==> src/rtl/crfr_pkg.sv <==
// ----------------------------------------------------------------------------
// crfr_pkg
// shared types and constants for the checksummed record frame receiver
// ----------------------------------------------------------------------------
`timescale 1ns / 1ps

package crfr_pkg;

  // frame format
  localparam logic [7:0]  HEADER_BYTE   = 8'h06;
  localparam int unsigned LIMIT_MUL     = 7;
  localparam int unsigned LIMIT_BASE    = 8;
  localparam int unsigned STORE_SPAN    = 14;

  // position counter
  localparam int unsigned POS_W         = 11;
  localparam logic [POS_W-1:0] POS_MAX  = '1;

  // capture store
  localparam int unsigned CAPTURE_DEPTH = 16;

  // request codes
  typedef enum logic [1:0] {
    REQ_BYTE  = 2'd0,
    REQ_CLEAR = 2'd1,
    REQ_READ  = 2'd2
  } req_t;

  // result status codes
  typedef enum logic [3:0] {
    ST_IGNORED = 4'd0,
    ST_HDR_OK  = 4'd1,
    ST_HDR_BAD = 4'd2,
    ST_COUNT   = 4'd3,
    ST_BODY    = 4'd4,
    ST_SUM_OK  = 4'd5,
    ST_SUM_BAD = 4'd6,
    ST_CLEARED = 4'd7,
    ST_READ    = 4'd8
  } status_t;

endpackage

==> src/rtl/checksummed_record_frame_receiver.sv <==
// ----------------------------------------------------------------------------
// checksummed_record_frame_receiver
// result: registered output, valid in the cycle after an input is accepted
// throughput: one item per cycle while out_ready is high
// rate is set by the single-pass state update and the capture store port,
// which is written and read once per cycle
// reset: synchronous rst clears all frame state, valid bits and the output
// ----------------------------------------------------------------------------
`timescale 1ns / 1ps

module checksummed_record_frame_receiver #(
  parameter int unsigned CAPTURE_DEPTH = crfr_pkg::CAPTURE_DEPTH
) (
  input  logic       clk,
  input  logic       rst,

  // input item channel
  input  logic       in_valid,
  output logic       in_ready,
  input  logic [1:0] req_type,
  input  logic [7:0] rx_byte,
  input  logic [3:0] read_index,

  // result item channel
  output logic       out_valid,
  input  logic       out_ready,
  output logic [3:0] status,
  output logic [7:0] read_data,
  output logic [7:0] record_count
);

  localparam int unsigned ADDR_W = (CAPTURE_DEPTH > 1) ? $clog2(CAPTURE_DEPTH) : 1;
  localparam int unsigned POS_W  = crfr_pkg::POS_W;
  localparam logic [ADDR_W-1:0] ADDR_LAST = ADDR_W'(CAPTURE_DEPTH - 1);

  // --------------------------------------------------------------------------
  // frame state
  // --------------------------------------------------------------------------
  logic [POS_W-1:0]         byte_position;
  logic [7:0]               count_reg;
  logic [POS_W-1:0]         frame_limit;
  logic [7:0]               running_sum;
  logic [ADDR_W-1:0]        write_pointer;
  logic [CAPTURE_DEPTH-1:0] entry_valid;

  logic [POS_W-1:0]         byte_position_next;
  logic [7:0]               count_reg_next;
  logic [POS_W-1:0]         frame_limit_next;
  logic [7:0]               running_sum_next;
  logic [ADDR_W-1:0]        write_pointer_next;
  logic                     clear_all;
  logic                     store_we;
  crfr_pkg::status_t        status_next;

  // capture store and its registered read port
  logic [7:0]               capture_store [CAPTURE_DEPTH];
  logic [7:0]               rd_q;
  logic                     rd_sel;
  logic                     rd_sel_q;
  logic [ADDR_W-1:0]        rd_addr;
  logic                     rd_in_range;

  // result register
  crfr_pkg::status_t        status_q;

  logic                     accept;
  crfr_pkg::req_t           req;

  // the output register parts the two sides; a new item enters whenever the
  // current result leaves in the same cycle or there is no result waiting
  assign in_ready = !out_valid || out_ready;
  assign accept   = in_valid && in_ready;
  assign req      = crfr_pkg::req_t'(req_type);

  // read address: indexes past the store depth read as zero
  assign rd_in_range = (int'(read_index) < int'(CAPTURE_DEPTH));
  assign rd_addr     = ADDR_W'(read_index);
  assign rd_sel      = (req == crfr_pkg::REQ_READ) && rd_in_range && entry_valid[rd_addr];

  // --------------------------------------------------------------------------
  // per-item state update
  // --------------------------------------------------------------------------
  always_comb begin
    logic [POS_W-1:0] pos;
    logic [POS_W:0]   pos_ext;
    logic [POS_W:0]   limit_ext;
    logic             in_body;
    logic             in_tail;

    byte_position_next = byte_position;
    count_reg_next     = count_reg;
    frame_limit_next   = frame_limit;
    running_sum_next   = running_sum;
    write_pointer_next = write_pointer;
    clear_all          = 1'b0;
    store_we           = 1'b0;
    status_next        = crfr_pkg::ST_IGNORED;

    // saturating position of the byte now arriving
    pos       = (byte_position != crfr_pkg::POS_MAX) ? byte_position + 1'b1 : byte_position;
    pos_ext   = {1'b0, pos};
    limit_ext = {1'b0, frame_limit};
    in_body   = (pos >= POS_W'(3)) && (pos <= frame_limit);
    // last STORE_SPAN bytes of the body land in the capture store, when the frame limit is at least STORE_SPAN
    in_tail   = (frame_limit >= POS_W'(crfr_pkg::STORE_SPAN)) &&
                (pos_ext + (POS_W+1)'(crfr_pkg::STORE_SPAN) > limit_ext);

    case (req)
      crfr_pkg::REQ_BYTE: begin
        byte_position_next = pos;
        if (pos == POS_W'(1)) begin
          // header byte
          if (rx_byte != crfr_pkg::HEADER_BYTE) begin
            clear_all   = 1'b1;
            status_next = crfr_pkg::ST_HDR_BAD;
          end else begin
            status_next = crfr_pkg::ST_HDR_OK;
          end
        end else if (pos == POS_W'(2)) begin
          // record count: limit = 7n + 8, sum seeded with n
          count_reg_next   = rx_byte;
          frame_limit_next = ({3'b000, rx_byte} << 3) - {3'b000, rx_byte} +
                             POS_W'(crfr_pkg::LIMIT_BASE);
          running_sum_next = rx_byte;
          status_next      = crfr_pkg::ST_COUNT;
        end else if (in_body) begin
          running_sum_next = running_sum + rx_byte;
          status_next      = crfr_pkg::ST_BODY;
          if (in_tail) begin
            store_we           = 1'b1;
            write_pointer_next = (write_pointer == ADDR_LAST) ? '0 : write_pointer + 1'b1;
          end
        end else if (pos_ext == limit_ext + 1'b1) begin
          // checksum byte
          if (rx_byte != running_sum) begin
            clear_all   = 1'b1;
            status_next = crfr_pkg::ST_SUM_BAD;
          end else begin
            status_next = crfr_pkg::ST_SUM_OK;
          end
        end
      end
      crfr_pkg::REQ_CLEAR: begin
        clear_all   = 1'b1;
        status_next = crfr_pkg::ST_CLEARED;
      end
      crfr_pkg::REQ_READ: begin
        status_next = crfr_pkg::ST_READ;
      end
      default: begin
        status_next = crfr_pkg::ST_IGNORED;
      end
    endcase
  end

  // frame state registers; a clear wipes everything including valid bits
  always_ff @(posedge clk) begin
    if (rst) begin
      byte_position <= '0;
      count_reg     <= '0;
      frame_limit   <= '0;
      running_sum   <= '0;
      write_pointer <= '0;
      entry_valid   <= '0;
    end else if (accept) begin
      if (clear_all) begin
        byte_position <= '0;
        count_reg     <= '0;
        frame_limit   <= '0;
        running_sum   <= '0;
        write_pointer <= '0;
        entry_valid   <= '0;
      end else begin
        byte_position <= byte_position_next;
        count_reg     <= count_reg_next;
        frame_limit   <= frame_limit_next;
        running_sum   <= running_sum_next;
        write_pointer <= write_pointer_next;
        if (store_we) begin
          entry_valid[write_pointer] <= 1'b1;
        end
      end
    end
  end

  // capture store: one write and one registered read per cycle
  always_ff @(posedge clk) begin
    if (accept && store_we) begin
      capture_store[write_pointer] <= rx_byte;
    end
    if (accept && rd_sel) begin
      rd_q <= capture_store[rd_addr];
    end
  end

  // --------------------------------------------------------------------------
  // result register
  // --------------------------------------------------------------------------
  always_ff @(posedge clk) begin
    if (rst) begin
      out_valid <= 1'b0;
      rd_sel_q  <= 1'b0;
      status_q  <= crfr_pkg::ST_IGNORED;
    end else begin
      if (accept) begin
        out_valid <= 1'b1;
        rd_sel_q  <= rd_sel;
        status_q  <= status_next;
      end else if (out_ready) begin
        out_valid <= 1'b0;
      end
    end
  end

  // record count follows the state: it only moves on accept, which is when
  // the result register moves as well
  assign status       = status_q;
  assign read_data    = rd_sel_q ? rd_q : 8'd0;
  assign record_count = count_reg;

endmodule
==> config.mk <==
export PLATFORM = sky130hd
export DESIGN_NAME = checksummed_record_frame_receiver
export DESIGN_NICKNAME = d
export VERILOG_FILES = /design/src/rtl/crfr_pkg.sv /design/src/rtl/checksummed_record_frame_receiver.sv
export SDC_FILE = /design/constraint.sdc
export NUM_CORES = 1
export LEC_CHECK = 0
export BUFFER_PORTS_ARGS = -buffer_cell sky130_fd_sc_hd__buf_4
export CORE_MARGIN = 2
export CORE_UTILIZATION = 65
export CTS_CLUSTER_DIAMETER = 200
export DETAILED_ROUTE_END_ITERATION = 12
export HOLD_SLACK_MARGIN = 0.03
export PLACE_DENSITY = 0.83
export SLEW_MARGIN = 20
export SYNTH_ARGS = -nofsm -noshare
export SYNTH_HDL_FRONTEND = slang
export SYNTH_SLANG_ARGS = --single-unit
==> constraint.sdc <==
create_clock -name clk -period 10.75 [get_ports clk]
set_input_delay 1.075 -clock clk [delete_from_list [all_inputs] [get_ports clk]]
set_output_delay 1.075 -clock clk [all_outputs]
set_load 0.05 [all_outputs]
## Word level (Yosys, flattened, before mapping)

Memories as Yosys holds them, arrays and structs flattened. A register that Yosys moved wholly into a read port is not among the register bits.
Index checks and enable logic that the tools add are counted.

| operators by class | value |
|---|---|
| add/subtract/negate cells | 7 |
| order comparisons | 7 |
| equal/unequal tests | 11 |
| muxes and demuxes | 53 |
| bitwise gates (word level) | 1 |
| reductions and logical operators | 22 |

Operator list:

| operator | number |
|---|---|
| $mux W8 | 10 |
| $mux W11 | 7 |
| $mux W16 | 2 |
| $mux W4 | 8 |
| $mux W1 | 17 |
| $or A16 B16 Y16 | 1 |
| $add A11 B1 Y12 const B | 1 |
| $add A11 B4 Y12 const B | 1 |
| $eq A11 B12 Y1 | 1 |
| $gt A12 B11 Y1 | 1 |
| $pmux W4 S3 | 1 |
| $reduce_bool A2 Y1 | 6 |
| $add A11 B1 Y11 const B | 1 |
| $add A11 B4 Y11 const B | 1 |
| $eq A11 B1 Y1 const B | 1 |
| $eq A11 B2 Y1 const B | 1 |
| $ge A11 B2 Y1 const B | 1 |
| $ge A11 B4 Y1 const B | 1 |
| $le A11 B11 Y1 | 1 |
| $ne A11 B11 Y1 const B | 1 |
| $sub A11 B8 Y11 | 1 |
| $lt A4 B5 Y1 const B | 2 |
| $mux W3 | 3 |
| $add A8 B8 Y8 | 1 |
| 20 further kinds | 30 |

| storage, ports and cells | value |
|---|---|
| register bits | 64 |
| RAM bits | 128 |
| bits of input ports | 18 |
| output and inout port bits | 22 |
| word-level logic and storage cells | 111 |
| memories | 1 |

Memories:

| name | depth | width | rd ports | clocked after Yosys merged registers in | wr ports | line | text |
|---|---|---|---|---|---|---|---|
| capture_store | 16 | 8 | 1 | 1 | 1 | checksummed_record_frame_receiver.sv:56 | `logic [7:0] capture_store [CAPTURE_DEPTH];` |

## Longest topological paths before layout

| logic depth | value |
|---|---|
| word-level depth | 13 |
| mapped depth | 20 |

## Worst setup path before layout

OpenSTA, ideal clock, no wires.

| timing path | value |
|---|---|
| kind | register to register |
| from | register byte_position[1] |
| to | memory capture_store[2][0], enable pin |
| setup time | 383 ps |
| arrival | 4636 ps |
| setup slack | 5731 ps |
| cell stages (with the launch flop) | 19 |
| clock period less this slack | 5019 ps |
| path through | dfxtp_1 ha_1 buf_4 nand4_4 o31a_1 nand4b_2 and3_4 nand4_1 or3_1 and2_1 ha_1 and4_1 a221o_1 nor2_1 a211o_1 a2111oi_4 buf_6 nand2_1 nor3_1 |

| on the way | value |
|---|---|
| longest elaborated chain between the ends | 13 |

RTL lines:

| item | line | text |
|---|---|---|
| from (decl) | checksummed_record_frame_receiver.sv:39 | `logic [POS_W-1:0] byte_position;` |
| from (signal assigned) | checksummed_record_frame_receiver.sv:174 | `byte_position <= byte_position_next;` |
| $add A11 B1 Y11 / $ne A11 B11 Y1 (equally long branches) | checksummed_record_frame_receiver.sv:100 | `pos = (byte_position != crfr_pkg::POS_MAX) ? byte_position + 1'b1 : byte_position;` |
| $mux W11 * | checksummed_record_frame_receiver.sv:100 |  |
| $add A11 B4 Y12 | checksummed_record_frame_receiver.sv:106 | `(pos_ext + (POS_W+1)'(crfr_pkg::STORE_SPAN) > limit_ext);` |
| $gt A12 B11 Y1 | checksummed_record_frame_receiver.sv:106 |  |
| $logic_and A1 B1 Y1 | checksummed_record_frame_receiver.sv:105 | `in_tail = (frame_limit >= POS_W'(crfr_pkg::STORE_SPAN)) &&` |
| $mux W1 | checksummed_record_frame_receiver.sv:129 | `if (in_tail) begin` |
| $mux W1 | checksummed_record_frame_receiver.sv:126 | `end else if (in_body) begin` |
| $mux W1 | checksummed_record_frame_receiver.sv:119 | `end else if (pos == POS_W'(2)) begin` |
| $mux W1 * | checksummed_record_frame_receiver.sv:111 | `if (pos == POS_W'(1)) begin` |
| $mux W1 * | checksummed_record_frame_receiver.sv:108 | `case (req)` |
| $logic_and A1 B1 Y1 * | checksummed_record_frame_receiver.sv:188 | `if (accept && store_we) begin` |
| $mux W1 * | checksummed_record_frame_receiver.sv:188 |  |
| $mux W1 (not written as such) * | checksummed_record_frame_receiver.sv:189 | `capture_store[write_pointer] <= rx_byte;` |
| to (decl) | checksummed_record_frame_receiver.sv:56 |  |

Every way passes the cells marked *; elsewhere a longest branch is shown, timed or not.

## Worst setup path in the final report

| timing path | value |
|---|---|
| from | register byte_position[0] |
| to | memory capture_store[2][4], enable pin |

The elaborated chain is that of the path after synthesis.

==> results.toml <==
[run_status]
outcome = "finished, final reports clean"

[logic_synthesis]
async_flop_share_pct = 0
muxShareOfSynthArea_pct = 9.87
syn_area_um2 = 10300
yosys.cell_types.count = 82
synth_seq_area_share_pct = 52.0
syn_avg_cell_area_um2 = 12.4
netlist_instances = 826
synth_top_family_by_area = "compound AO/OA/AOI/OAI gates"
synth_adder_area_share_pct = 6.29
syn_nets = 895
synth_edf_count = 136
ys.flop_type = "edfxtp_1"
yosys.area_share.simple_pct = 11.0
ys_seq_elements = 199
synth_compound_area_share_pct = 13.8
yosys_warnings = 0
synth-xor-area-share_pct = 3.50

[timing]
slew_headroom_pct = 24.6
setup_viol = 0
fin_skew_ps = 15.8
max_freq_ghz = 0.164
rsz0062_at_grt = "no"
fin_crit_ps = 6090
tightest_slew_ps = 1120
min_period_over_period_pct = 56.7
slew_viol_final = 0
timing.setup.tns_ps = 0
hold_ws_ps = 478
final_hold_viol_count = 0

[pwr]
power.switching_uw = 413
intPower_uw = 1270
ir_worst_vdd_v = 0.0000980
comb_power_share_pct = 10.4
power_frac_seq_pct = 49.3
total_power_uw = 1680
clkPwrFrac_pct = 40.2
swShare_pct = 24.6
pwr_density_cell_nw_per_um2 = 149
p_leak_uw = 0.00392

[setup_path]
cp.arrival_ps = 6140
r2r_slack_ps = 4660
worstPathBufferInverterCount = 1
critical_path.most_common_cell = "ha_1"
worstSetupStartpointType = "flop"
cp_slowest_cell = "nor3_1"
max_stage_delay_ps = 880
endpoint_kind = "flop"
cp_max_fo = 24
critPathRequiredTime_ps = 10800
path_delay_family = "simple AND/OR/NAND/NOR gates"
path_cells = "ha_1, nand4_4, o31a_1, nand4b_2, and3_4, nand4_1, or3_1, and2_1, ha_1, and4_1, a221o_1, nor2_1, a211o_1, a2111oi_4, buf_4, nand2_1, nor3_1"
path_class = "flop to flop"

[detailed_routing]
vias = 7411
routedWlPerCell_um = 25.2
drt.antenna.violating_nets = 0
wl_um = 26800
firstDrtPassIters = 9
drc = 0
drt-initial-drc-count = 1120
vias_per_cell = 6.97

[cells_and_area]
drive_gt1_share_pct = 17.1
diodes = 0
nFillCells = 993
regArea_um2 = 5350
final_area_um2 = 11200
area_delta_synth_final_pct = 9.38
nNetsFinal = 908
multiInputGateArea_um2 = 4580

[cts]
cts_tree = "done"
insertion_delay_ps = 440
cts.sinks = 199
cts_hold_buffers = 0
cts.clk_slew.worst_paths_ps = 70
cts_resized = 0
cts_max_path_buffers = 2
cts.htree.levels = 4
cts_buffers = 17
clock-root-buffer = "clkbuf_16"
cts_setup_buffers = 0

[placement]
dpl.hpwl_um = 17900
portBuffers = 39
dpl_cell_area_um2 = 10600
gp_congestion = 0.947

[floorplanning]
num_rows = 45
start_util_pct = 67.1
io_pins = 40
die_x_um = 130
core_um2 = 15300
die_h_um = 130
dieArea_um2 = 16800

[global_routing]
grt_pass1_wl_um = 41100
track_usage_pct = 32.8
grt-ovfl-total = 0
grt_max_degree = 40
antenna_found_initial = 0
grt_pass1_vias = 7264

[hold_path]
worst_hold_path_type = "flop to flop"

[flow_run]
drv_cap = 0
[metrics by stage]
step	std cells	util, %	worst slack [ps]
floorplan	826	-	5730
global placement	1031	69.2	5130
detailed placement	1031	69.2	4770
CTS	1063	73.2	4640
global route	1063	73.3	4480
finish	1063	73.3	4660
[per-layer routing]
layer / track usage [%] / vias to the layer above / part of all wire [%]
met1: 44.3 / 3573 / 39
li1: - / 3195 / -
met3: 5.99 / 96 / 9.1
met4: 10.7 / 0 / 3.2
met2: 54.6 / 547 / 49
met5: 0 / - / 0
[worst reg2reg max path, cell delays in order (launching register included)]
cell and delay [ps]:
dfxtp_1 540, ha_1 450, nand4_4 170, o31a_1 430, nand4b_2 170, and3_4 230
nand4_1 180, or3_1 460, and2_1 190, ha_1 300, and4_1 240, a221o_1 190
nor2_1 50, a211o_1 320, a2111oi_4 370, buf_4 360, nand2_1 180, nor3_1 880
[worst paths after layout]
kind | start | end | cells past startpoint
setup / recovery | byte_position[0]$_SDFFE_PP0P_ | capture_store[2][4]$_DFFE_PP_ | 17
hold / removal | status[3]$_SDFFE_PP0P_ | status[3]$_SDFFE_PP0P_ | 2
setup reg to reg | byte_position[0]$_SDFFE_PP0P_ | capture_store[2][4]$_DFFE_PP_ | 17
hold reg to reg | status[3]$_SDFFE_PP0P_ | status[3]$_SDFFE_PP0P_ | 2
[layout make-up]
cell class	count	area share [%]
sequential	199	47.6
multi-input combinational	548	40.8
clock buffer	20	3.98
timing repair buffer	40	2.67
tap	211	2.35
clock inverter	12	1.54
inverter	33	1.10
[placed cells by master, fill, tap and decap left out, drive strengths merged, types with 10 or more instances in the layout]
master / synthesis / final
edfxtp: 136 / 136
dfxtp: 63 / 63
a21oi: 54 / 54
nand2: 54 / 54
nor2: 52 / 52
ha: 50 / 50
mux4: 45 / 45
buf: 25 / 40
inv: 33 / 35
xnor2: 31 / 31
o21ai: 31 / 31
a31oi: 24 / 24
nor3: 22 / 22
clkbuf: 21 / 20
and2: 17 / 17
nand3: 13 / 13
o211ai: 13 / 13
a21o: 12 / 12
xor2: 10 / 10
nand4: 10 / 10
[power groups by stage]
| stage | Combinational (uW) | Clock [uW] | Sequential [uW] |
|---|---|---|---|
| after floorplan | 118 | 0 | 846 |
| after global placement | 161 | 0 | 845 |
| after detailed placement | 168 | 0 | 845 |
| after CTS | 170 | 673 | 828 |
| after global routing | 186 | 699 | 828 |
| final | 175 | 675 | 828 |
[Yosys cell counts (6+ instances only)]
library cell | count | share of area [%]
xor2_1 | 10 | 0.85
nor2_1 | 51 | 1.9
o21a_1 | 8 | 0.58
nor3_1 | 21 | 1.0
dfxtp_1 | 63 | 12
a31oi_1 | 22 | 1.3
nand2_1 | 53 | 1.9
inv_1 | 32 | 1.2
nand2b_1 | 6 | 0.37
nand4_1 | 9 | 0.55
a21oi_1 | 54 | 2.6
a311oi_1 | 8 | 0.68
o21ai_1 | 10 | 0.49
edfxtp_1 | 136 | 40
clkbuf_1 | 21 | 0.77
and2_1 | 16 | 0.97
nor4_1 | 6 | 0.37
ha_1 | 50 | 6.1
o211ai_1 | 12 | 0.88
mux4_2 | 45 | 9.9
o2bb2ai_1 | 7 | 0.60
xnor2_1 | 31 | 2.6
buf_2 | 9 | 0.44
a21o_1 | 12 | 0.88
o21ai_0 | 19 | 0.93
buf_4 | 8 | 0.58
nand3_1 | 12 | 0.58
[cell families after synthesis]
group,count (synthesis)
compound gates,198
mux,45
fa+ha+maj,51
buf+inv,79
flops,199
simple gates,213
xor+xnor,41
[flip-flops by register name, indices dropped and copies added, names as in the netlist]
name	count
frame_limit	10
entry_valid	16
rd_q	8
record_count	8
status	4
rd_sel_q	1
running_sum	8
capture_store	128
write_pointer	4
out_valid	1
byte_position	11
Power figures use the tool's default switching activity.
